$ cat config.mk
export PLATFORM = sky130hd
export DESIGN_NAME = hci_slip_packet_framer_flat
export DESIGN_NICKNAME = d
export VERILOG_FILES = /design/src/sv/hsf_pkg.sv /design/src/sv/hsf_ifs.sv /design/src/sv/hci_slip_packet_framer.sv /design/src/sv/hsf_front.sv /design/src/sv/hsf_fifo.sv /design/src/sv/hsf_back.sv /design/src/flat_wrapper.sv
export SDC_FILE = /design/constraint.sdc
export NUM_CORES = 1
export LEC_CHECK = 0
export ABC_AREA = 1
export BUFFER_PORTS_ARGS = -buffer_cell sky130_fd_sc_hd__buf_2
export CAP_MARGIN = 20
export CORE_MARGIN = 8
export CORE_UTILIZATION = 50
export DETAILED_ROUTE_END_ITERATION = 6
export HOLD_SLACK_MARGIN = 0.1
export PLACE_DENSITY = 0.77
export SLEW_MARGIN = 20
export SYNTH_ARGS = -nofsm -noshare
export SYNTH_HDL_FRONTEND = slang
export SYNTH_SLANG_ARGS = --single-unit
$ cat constraint.sdc
create_clock -name i_clk -period 4 [get_ports i_clk]
set_input_delay 0 -clock i_clk [delete_from_list [all_inputs] [get_ports i_clk]]
set_output_delay 0 -clock i_clk [all_outputs]
set_load 0.02 [all_outputs]
$ cat src/sv/hsf_pkg.sv
// ----------------------------------------------------------------------------
// hsf_pkg
// Shared types and constants of the SLIP packet framer.
// ----------------------------------------------------------------------------
`default_nettype none

package hsf_pkg;

    localparam int PAY_W  = 8;
    localparam int LEN_W  = 12;
    localparam int SEQ_W  = 3;
    localparam int CRC_W  = 16;
    localparam int QDEPTH = 4;
    localparam int QAW    = $clog2(QDEPTH);

    localparam logic [PAY_W-1:0] FRAME_DELIM = 8'hC0;
    localparam logic [PAY_W-1:0] ESC_BYTE    = 8'hDB;
    localparam logic [PAY_W-1:0] ESC_DELIM   = 8'hDC;
    localparam logic [PAY_W-1:0] ESC_ESC     = 8'hDD;
    localparam logic [3:0]       HCI_TYPE    = 4'd14;
    localparam logic [CRC_W-1:0] CRC_INIT    = 16'hFFFF;
    localparam logic [CRC_W-1:0] CRC_POLY    = 16'h1021;

    // one unescaped line word handed from front to back
    typedef struct packed {
        logic [PAY_W-1:0] data;
        logic             esc;
        logic             run_end;
        logic             frame_end;
    } t_sym;

    typedef enum logic [3:0] {
        ST_IDLE,
        ST_SOF,
        ST_H0,
        ST_H1,
        ST_H2,
        ST_H3,
        ST_PAY,
        ST_CRCL,
        ST_CRCH,
        ST_EOF
    } t_step;

    typedef enum logic {
        BK_FIRST,
        BK_SECOND
    } t_bk;

endpackage

`default_nettype wire

$ cat src/sv/hsf_ifs.sv
// ----------------------------------------------------------------------------
// hsf_ifs
// Valid/ready channels of the SLIP packet framer.
// ----------------------------------------------------------------------------
`default_nettype none

interface hsf_in_if;
    import hsf_pkg::*;
    logic             valid;
    logic             ready;
    logic [PAY_W-1:0] payload_byte;
    logic [LEN_W-1:0] packet_length;
    logic             last_byte;

    modport source(output valid, payload_byte, packet_length, last_byte, input ready);
    modport sink(input valid, payload_byte, packet_length, last_byte, output ready);
endinterface

interface hsf_out_if;
    import hsf_pkg::*;
    logic             valid;
    logic             ready;
    logic [PAY_W-1:0] line_byte;
    logic             run_end;
    logic             frame_end;

    modport source(output valid, line_byte, run_end, frame_end, input ready);
    modport sink(input valid, line_byte, run_end, frame_end, output ready);
endinterface

`default_nettype wire

$ cat src/sv/hci_slip_packet_framer.sv
// ----------------------------------------------------------------------------
// hci_slip_packet_framer
// Three-wire UART packet framer: header, SLIP escaping and CRC-16 trailer.
// ----------------------------------------------------------------------------
// Throughput: front emits one unescaped word per cycle unless the queue is
//   full (a first word adds SOF and four header words, a last word two CRC
//   words and EOF); each 0xC0/0xDB goes out as a two-word escape pair; the
//   output port moves one word a cycle while the receiver is ready.
// Reset: synchronous, active low; sequence count 0, CRC 0xFFFF, queue empty.
// ----------------------------------------------------------------------------
`default_nettype none

module hci_slip_packet_framer (
    input  wire logic i_clk,
    input  wire logic i_rst_n,
    hsf_in_if.sink    i_in,
    hsf_out_if.source o_out
);
    import hsf_pkg::*;

    logic w_push;
    logic w_full;
    logic w_pop;
    logic w_empty;
    t_sym w_sym;
    t_sym w_head;

    hsf_front u_front (
        .i_clk   (i_clk),
        .i_rst_n (i_rst_n),
        .i_in    (i_in),
        .i_full  (w_full),
        .o_push  (w_push),
        .o_sym   (w_sym)
    );

    hsf_fifo u_fifo (
        .i_clk   (i_clk),
        .i_rst_n (i_rst_n),
        .i_push  (w_push),
        .i_sym   (w_sym),
        .o_full  (w_full),
        .i_pop   (w_pop),
        .o_empty (w_empty),
        .o_head  (w_head)
    );

    hsf_back u_back (
        .i_clk   (i_clk),
        .i_rst_n (i_rst_n),
        .i_empty (w_empty),
        .i_head  (w_head),
        .o_pop   (w_pop),
        .o_out   (o_out)
    );

endmodule

`default_nettype wire

$ cat src/sv/hsf_front.sv
// ----------------------------------------------------------------------------
// hsf_front
// Accepts payload words, builds header and CRC, and pushes one unescaped
// line word per cycle into the queue while it is not full.
// ----------------------------------------------------------------------------
`default_nettype none

module hsf_front (
    input  wire logic          i_clk,
    input  wire logic          i_rst_n,
    hsf_in_if.sink             i_in,
    input  wire logic          i_full,
    output logic               o_push,
    output hsf_pkg::t_sym      o_sym
);
    import hsf_pkg::*;

    function automatic logic [CRC_W-1:0] f_crc(input logic [CRC_W-1:0] c,
                                               input logic [PAY_W-1:0] b);
        logic [CRC_W-1:0] x;
        x = c ^ {b, 8'h00};
        for (int k = 0; k < 8; k++) begin
            x = x[CRC_W-1] ? ({x[CRC_W-2:0], 1'b0} ^ CRC_POLY) : {x[CRC_W-2:0], 1'b0};
        end
        return x;
    endfunction

    t_step            r_step, n_step;
    logic [PAY_W-1:0] r_pay;
    logic [LEN_W-1:0] r_len;
    logic             r_last;
    logic [SEQ_W-1:0] r_seq;
    logic [CRC_W-1:0] r_crc;
    logic             r_inside, n_inside;

    logic             w_final;
    logic             w_feed;
    logic             w_accept;
    logic [SEQ_W-1:0] w_nxt;
    logic [PAY_W-1:0] w_h0, w_h1, w_h2, w_h3;

    assign w_nxt = r_seq + 1'b1;
    assign w_h0  = {1'b1, 1'b1, w_nxt, r_seq};
    assign w_h1  = {r_len[3:0], HCI_TYPE};
    assign w_h2  = r_len[LEN_W-1:4];
    assign w_h3  = 8'(8'd0 - w_h0 - w_h1 - w_h2);

    assign o_push     = (r_step != ST_IDLE) && !i_full;
    assign i_in.ready = (r_step == ST_IDLE) || (o_push && w_final);
    assign w_accept   = i_in.valid && i_in.ready;

    // outputs
    always_comb begin
        o_sym   = '0;
        w_final = 1'b0;
        w_feed  = 1'b0;
        unique case (r_step)
            ST_IDLE: ;
            ST_SOF:  o_sym.data = FRAME_DELIM;
            ST_H0: begin
                o_sym.data = w_h0; o_sym.esc = 1'b1; w_feed = 1'b1;
            end
            ST_H1: begin
                o_sym.data = w_h1; o_sym.esc = 1'b1; w_feed = 1'b1;
            end
            ST_H2: begin
                o_sym.data = w_h2; o_sym.esc = 1'b1; w_feed = 1'b1;
            end
            ST_H3: begin
                o_sym.data = w_h3; o_sym.esc = 1'b1; w_feed = 1'b1;
            end
            ST_PAY: begin
                o_sym.data = r_pay; o_sym.esc = 1'b1; w_feed = 1'b1;
                w_final    = !r_last;
            end
            ST_CRCL: begin
                o_sym.data = r_crc[7:0]; o_sym.esc = 1'b1;
            end
            ST_CRCH: begin
                o_sym.data = r_crc[15:8]; o_sym.esc = 1'b1;
            end
            ST_EOF: begin
                o_sym.data      = FRAME_DELIM;
                o_sym.frame_end = 1'b1;
                w_final         = 1'b1;
            end
            default: ;
        endcase
        o_sym.run_end = w_final;
    end

    always_comb begin
        n_inside = r_inside;
        if (o_push && r_step == ST_SOF) begin
            n_inside = 1'b1;
        end else if (o_push && r_step == ST_EOF) begin
            n_inside = 1'b0;
        end
    end

    // next state
    always_comb begin
        n_step = r_step;
        if (r_step == ST_IDLE || (o_push && w_final)) begin
            if (w_accept) begin
                n_step = n_inside ? ST_PAY : ST_SOF;
            end else begin
                n_step = ST_IDLE;
            end
        end else if (o_push) begin
            unique case (r_step)
                ST_SOF:  n_step = ST_H0;
                ST_H0:   n_step = ST_H1;
                ST_H1:   n_step = ST_H2;
                ST_H2:   n_step = ST_H3;
                ST_H3:   n_step = ST_PAY;
                ST_PAY:  n_step = ST_CRCL;
                ST_CRCL: n_step = ST_CRCH;
                ST_CRCH: n_step = ST_EOF;
                default: n_step = ST_IDLE;
            endcase
        end
    end

    always_ff @(posedge i_clk) begin
        if (!i_rst_n) begin
            r_step   <= ST_IDLE;
            r_seq    <= '0;
            r_crc    <= CRC_INIT;
            r_inside <= 1'b0;
        end else begin
            r_step   <= n_step;
            r_inside <= n_inside;
            if (o_push && r_step == ST_SOF) begin
                r_seq <= w_nxt;
                r_crc <= CRC_INIT;
            end else if (o_push && r_step == ST_EOF) begin
                r_crc <= CRC_INIT;
            end else if (o_push && w_feed) begin
                r_crc <= f_crc(r_crc, o_sym.data);
            end
        end
    end

    always_ff @(posedge i_clk) begin
        if (w_accept) begin
            r_pay  <= i_in.payload_byte;
            r_len  <= i_in.packet_length;
            r_last <= i_in.last_byte;
        end
    end

endmodule

`default_nettype wire

$ cat src/sv/hsf_fifo.sv
// ----------------------------------------------------------------------------
// hsf_fifo
// Short word queue between the framing front and the escaping back.
// ----------------------------------------------------------------------------
`default_nettype none

module hsf_fifo (
    input  wire logic          i_clk,
    input  wire logic          i_rst_n,
    input  wire logic          i_push,
    input  wire hsf_pkg::t_sym i_sym,
    output logic               o_full,
    input  wire logic          i_pop,
    output logic               o_empty,
    output hsf_pkg::t_sym      o_head
);
    import hsf_pkg::*;

    t_sym           r_mem [QDEPTH];
    logic [QAW-1:0] r_wp, r_rp;
    logic [QAW:0]   r_cnt;
    logic           w_pop;

    assign o_full  = (r_cnt == (QAW+1)'(QDEPTH));
    assign o_empty = (r_cnt == '0);
    assign o_head  = r_mem[r_rp];
    assign w_pop   = i_pop && !o_empty;

    always_ff @(posedge i_clk) begin
        if (!i_rst_n) begin
            r_wp  <= '0;
            r_rp  <= '0;
            r_cnt <= '0;
        end else begin
            if (i_push) begin
                r_wp <= r_wp + 1'b1;
            end
            if (w_pop) begin
                r_rp <= r_rp + 1'b1;
            end
            r_cnt <= r_cnt + (QAW+1)'(i_push) - (QAW+1)'(w_pop);
        end
    end

    always_ff @(posedge i_clk) begin
        if (i_push) begin
            r_mem[r_wp] <= i_sym;
        end
    end

endmodule

`default_nettype wire

$ cat src/sv/hsf_back.sv
// ----------------------------------------------------------------------------
// hsf_back
// Escapes queued words onto the line through a registered output stage.
// ----------------------------------------------------------------------------
`default_nettype none

module hsf_back (
    input  wire logic          i_clk,
    input  wire logic          i_rst_n,
    input  wire logic          i_empty,
    input  wire hsf_pkg::t_sym i_head,
    output logic               o_pop,
    hsf_out_if.source          o_out
);
    import hsf_pkg::*;

    t_bk              r_bs, n_bs;
    logic             r_valid, n_valid;
    logic [PAY_W-1:0] r_byte, n_byte;
    logic             r_run, n_run;
    logic             r_frame, n_frame;
    logic             w_load;
    logic             w_special;

    assign w_load    = !r_valid || o_out.ready;
    assign w_special = i_head.esc &&
                       (i_head.data == FRAME_DELIM || i_head.data == ESC_BYTE);

    // next state
    always_comb begin
        n_bs = r_bs;
        unique case (r_bs)
            BK_FIRST:  if (w_load && !i_empty && w_special) n_bs = BK_SECOND;
            BK_SECOND: if (w_load) n_bs = BK_FIRST;
            default:   n_bs = BK_FIRST;
        endcase
    end

    // outputs
    always_comb begin
        n_valid = r_valid && !o_out.ready;
        n_byte  = r_byte;
        n_run   = r_run;
        n_frame = r_frame;
        o_pop   = 1'b0;
        unique case (r_bs)
            BK_FIRST: begin
                if (w_load && !i_empty) begin
                    n_valid = 1'b1;
                    if (w_special) begin
                        n_byte  = ESC_BYTE;
                        n_run   = 1'b0;
                        n_frame = 1'b0;
                    end else begin
                        n_byte  = i_head.data;
                        n_run   = i_head.run_end;
                        n_frame = i_head.frame_end;
                        o_pop   = 1'b1;
                    end
                end
            end
            BK_SECOND: begin
                if (w_load) begin
                    n_valid = 1'b1;
                    n_byte  = (i_head.data == FRAME_DELIM) ? ESC_DELIM : ESC_ESC;
                    n_run   = i_head.run_end;
                    n_frame = i_head.frame_end;
                    o_pop   = 1'b1;
                end
            end
            default: ;
        endcase
    end

    always_ff @(posedge i_clk) begin
        if (!i_rst_n) begin
            r_bs    <= BK_FIRST;
            r_valid <= 1'b0;
        end else begin
            r_bs    <= n_bs;
            r_valid <= n_valid;
        end
    end

    always_ff @(posedge i_clk) begin
        r_byte  <= n_byte;
        r_run   <= n_run;
        r_frame <= n_frame;
    end

    assign o_out.valid     = r_valid;
    assign o_out.line_byte = r_byte;
    assign o_out.run_end   = r_run;
    assign o_out.frame_end = r_frame;

    a_esc_pair: assert property (@(posedge i_clk) disable iff (!i_rst_n)
        (o_out.valid && o_out.ready && o_out.line_byte == ESC_BYTE)
        |=> (o_out.valid && (o_out.line_byte == ESC_DELIM || o_out.line_byte == ESC_ESC)))
        else $error("escape prefix not followed by escape code");

    a_frame_run: assert property (@(posedge i_clk) disable iff (!i_rst_n)
        (o_out.valid && o_out.frame_end)
        |-> (o_out.run_end && o_out.line_byte == FRAME_DELIM))
        else $error("frame end on a word other than a closing delimiter");

    a_second_head: assert property (@(posedge i_clk) disable iff (!i_rst_n)
        (r_bs == BK_SECOND) |-> (!i_empty && w_special))
        else $error("escape second half without a pending special word");

endmodule

`default_nettype wire

$ cat src/flat_wrapper.sv
// flat-port wrapper written by rule: the top's interface ports become plain ports
module hci_slip_packet_framer_flat import hsf_pkg::*;
  (i_clk, i_rst_n, i_in_valid, i_in_payload_byte, i_in_packet_length, i_in_last_byte, i_in_ready, o_out_valid, o_out_line_byte, o_out_run_end, o_out_frame_end, o_out_ready);
  hsf_in_if i_in_i ();
  hsf_out_if o_out_i ();
  input  wire logic i_clk;
  input  wire logic i_rst_n;
  input wire logic [$bits(i_in_i.valid)-1:0] i_in_valid;
  input wire logic [$bits(i_in_i.payload_byte)-1:0] i_in_payload_byte;
  input wire logic [$bits(i_in_i.packet_length)-1:0] i_in_packet_length;
  input wire logic [$bits(i_in_i.last_byte)-1:0] i_in_last_byte;
  output wire logic [$bits(i_in_i.ready)-1:0] i_in_ready;
  output wire logic [$bits(o_out_i.valid)-1:0] o_out_valid;
  output wire logic [$bits(o_out_i.line_byte)-1:0] o_out_line_byte;
  output wire logic [$bits(o_out_i.run_end)-1:0] o_out_run_end;
  output wire logic [$bits(o_out_i.frame_end)-1:0] o_out_frame_end;
  input wire logic [$bits(o_out_i.ready)-1:0] o_out_ready;
  assign i_in_i.valid = i_in_valid;
  assign i_in_i.payload_byte = i_in_payload_byte;
  assign i_in_i.packet_length = i_in_packet_length;
  assign i_in_i.last_byte = i_in_last_byte;
  assign i_in_ready = i_in_i.ready;
  assign o_out_valid = o_out_i.valid;
  assign o_out_line_byte = o_out_i.line_byte;
  assign o_out_run_end = o_out_i.run_end;
  assign o_out_frame_end = o_out_i.frame_end;
  assign o_out_i.ready = o_out_ready;
  hci_slip_packet_framer u_core (.i_clk(i_clk), .i_rst_n(i_rst_n), .i_in(i_in_i), .o_out(o_out_i));
endmodule
==> flow_summary.ini <==
[placed_design]
hpwl_um = 9880
numPortBuffers = 36
place_congestion = 0.954
pre_cts_slack_ps = 639
placedCellCount = 883

[grt]
busiest_layer = met2
use_met2 = 0.337
grt_antenna_before_repair = 0
overflow = 0
grt_max_degree = 32
grt_pass1_vias = 4985
grt_use_met3 = 0.0450
grt_first_pass_wirelength_um = 22900
track_usage = 0.181
use_met1 = 0.191

[setup_path]
cpPeakStageDelay_ps = 460
crit_path_start_kind = flip-flop
rr_worst_depth = 16
end_kind = flip-flop
crit_cells = 16
critPathTopFamily = adder cells
critPathKind = reg2reg
cpMostUsedCell = nand2_1
critical_path_arrival_ps = 3690
worstPathRequired_ps = 4280
path_buf_inv = 1
path_cells = ha_1 -> xor2_1 -> inv_1 -> fa_1 -> ha_1 -> ha_1 -> a21oi_1 -> nand3_1 -> nand2_1 -> nand3_1 -> nand2_1 -> nand2_1 -> nand2_1 -> nand2_1 -> nand3_1 -> o211ai_1
crit_fanout = 6
crit_path_top_delay_cell = fa_1

[timing]
worst_pin_slew_ps = 1060
hold_viol = 0
setup_ws_ps = 590
max_slew_margin = 0.289
whs_ps = 295
tns_ps = 0
rsz0062_at_grt = false
period_share = 0.852
skew_ps = 5.69
fmax_ghz = 0.293
drv_slew = 0
setup_viol = 0
fin_crit_ps = 3410

[min_path]
hp-class = in2reg
holdPathStages = 2

[clock_tree]
postCtsSetupBuffers = 0
cts_tree = built
cts.repair.resized = 0
numCtsBuffers = 17
clkTransAtPathRegs_ps = 60
clkLatencyLatePin_ps = 410
cts.sinks = 114
cts_max_path_buffers = 2
htreeDepth = 4
root_buffer = clkbuf_16

[routing]
drc_errors = 0
viasPerCell = 5.25
first_pass_iters = 5
ant_nets = 0
routed_wl_um = 13600
wire_per_inst_um = 14.5
drt-initial-drc-count = 400
vias = 4934

[die]
rows = 40
die_w_um = 125
core-area_um2 = 11800
die_h_um = 125
io_pins = 37
initial_core_util = 0.505
die_area_um2 = 15700

[finish]
nFillCells = 998
finalNetCount = 836
drive_gt1_frac = 0.127
final_cell_count_no_fill = 940
n_antenna_cell = 0
area_growth_pct = 20.3

[synthesis]
synth.distinct_cells = 32
yosysSeqAreaShare = 0.508
ys_ff_latch = 114
ys.warnings.count = 0
syn-cell-area_um2 = 5970
syn_area_per_cell_um2 = 8.40
syn-num-nets = 767
synthCells = 711

[power_and_ir_drop]
leakagePower_nw = 3.29
power_mw = 6.52
pwr_density_cell_nw_per_um2 = 908
ir_drop_uv = 620

[job]
cap_viol_max_count = 0

[status]
run_status = completed
[logic make-up (layout without fill, tap and decap cells)]
family / count (synthesis) / after routing / share of synthesized area
AO/OA/AOI/OAI: 86 / 86 / 0.0845
adder cells (fa/ha/maj): 31 / 31 / 0.0700
flip-flops: 114 / 114 / 0.508
XOR/XNOR: 5 / 5 / 0.00734
buffers and inverters: 121 / 203 / 0.0786
AND/OR/NAND/NOR: 354 / 354 / 0.252
[per-layer routing]
| layer | up-vias | part of all wire | routed length, um |
|---|---|---|---|
| met2 | 148 | 0.51 | 7020 |
| met1 | 2272 | 0.41 | 5560 |
| met3 | 28 | 0.054 | 738 |
| met4 | 0 | 0.023 | 316 |
| li1 | 2486 | - | - |
| met5 | - | 0 | 0 |
[Yosys cell counts]
master | count | share of area
nand3_1 | 84 | 0.070
nand3_2 | 1 | 0.0017
nand2_1 | 201 | 0.13
nor2_1 | 48 | 0.030
buf_2 | 6 | 0.0050
o21ai_2 | 2 | 0.0029
edfxtp_1 | 75 | 0.38
clkbuf_1 | 5 | 0.0031
dfxtp_1 | 39 | 0.13
nand3b_1 | 3 | 0.0038
a32oi_1 | 1 | 0.0015
nand4_1 | 1 | 0.0010
o21ai_1 | 5 | 0.0042
inv_1 | 97 | 0.061
ha_1 | 27 | 0.057
a21oi_2 | 3 | 0.0044
a21oi_1 | 25 | 0.021
o21ai_0 | 30 | 0.025
buf_4 | 2 | 0.0025
nor2_4 | 2 | 0.0038
fa_1 | 4 | 0.013
and3_1 | 1 | 0.0010
nor2_2 | 7 | 0.0073
o22ai_1 | 3 | 0.0031
a21oi_4 | 1 | 0.0027
o211ai_1 | 13 | 0.016
nand2_2 | 4 | 0.0042
a31oi_1 | 3 | 0.0031
xor2_1 | 3 | 0.0044
inv_2 | 11 | 0.0069
xnor2_1 | 2 | 0.0029
nor3_1 | 2 | 0.0017
[power by group]
| group | total (mW) | internal, mW | leakage, nW | switching [mW] |
|---|---|---|---|---|
| sequential | 1.98 | 1.77 | 1.02 | 0.208 |
| clock | 1.63 | 1.10 | 0.304 | 0.530 |
| combinational | 2.91 | 0.959 | 1.96 | 1.95 |
| total | 6.52 | 3.83 | 3.29 | 2.69 |
[registers in the layout (all words and copies together) (netlist names), 2 cells and up, named ones only]
register                       flops
u_core.u_back.o_out.line_byte      8
u_core.u_fifo.r_wp                 2
u_core.u_front.r_len              12
u_core.u_front.r_crc              16
u_core.u_fifo.r_mem               44
u_core.u_fifo.r_cnt                3
u_core.u_fifo.r_rp                 2
u_core.u_front.r_step              4
u_core.u_front.r_pay               8
u_core.u_front.r_seq               3
[stage by stage]
stage	instance area, um^2	util
CTS	7180	0.608
finish	7180	0.608
global placement	6280	0.532
global route	7180	0.608
detailed placement	6280	0.532
floorplan	5970	-
[worst paths after layout]
path	start	end	slack (ps)
worst min-delay path	i_in_packet_length[8]	u_core.u_front.r_len[8]	290
worst min register to register	u_core.u_front.r_crc[14]	u_core.u_front.r_crc[14]	520
worst max register to register	u_core.u_front.r_seq[0]	u_core.u_front.r_crc[2]	590
worst max-delay path	u_core.u_front.r_seq[0]	u_core.u_front.r_crc[2]	590
[area by class of cell]
type	count	area (um^2)	share of cell area
sequential	114	3030	0.422
multi-input combinational	476	2470	0.344
timing repair buffer	63	445	0.0620
clock buffer	19	433	0.0603
inverter	108	405	0.0564
clock inverter	13	209	0.0291
tap	147	184	0.0256
[worst register-to-register path, delay by kind of cell, from the launching register on]
kind,cells,cell delay [ps]
and+or+nand+nor,8,990
xor gates and xnor gates,1,180
buffers and inverters,1,90
adders and majority gates,4,1320
DFF,1,380
AOI/OAI and AO/OA,2,310
[placed cells by master (no fill, tap or decap), types with 4 or more instances in the layout]
cell	synthesis	routed
nand2_1	201	201
inv_1	97	97
nand3_1	84	84
edfxtp_1	75	75
nor2_1	48	46
dfxtp_1	39	39
buf_2	6	36
o21ai_0	30	30
ha_1	27	27
a21oi_1	25	25
dlygate4sd3_1	0	25
clkbuf_16	0	17
o211ai_1	13	13
inv_2	11	11
nor2_2	7	9
o21ai_1	5	5
bufinv_16	0	5
nand2_2	4	4
fa_1	4	4
[repair_timing]
item | 4_1_cts | 5_1_grt
endpoints found under the setup margin | 0 | 0
endpoints found under the hold margin | 38 | 0
hold buffers | 25 | 0
Note: power is estimated with default switching activity, not from simulation.
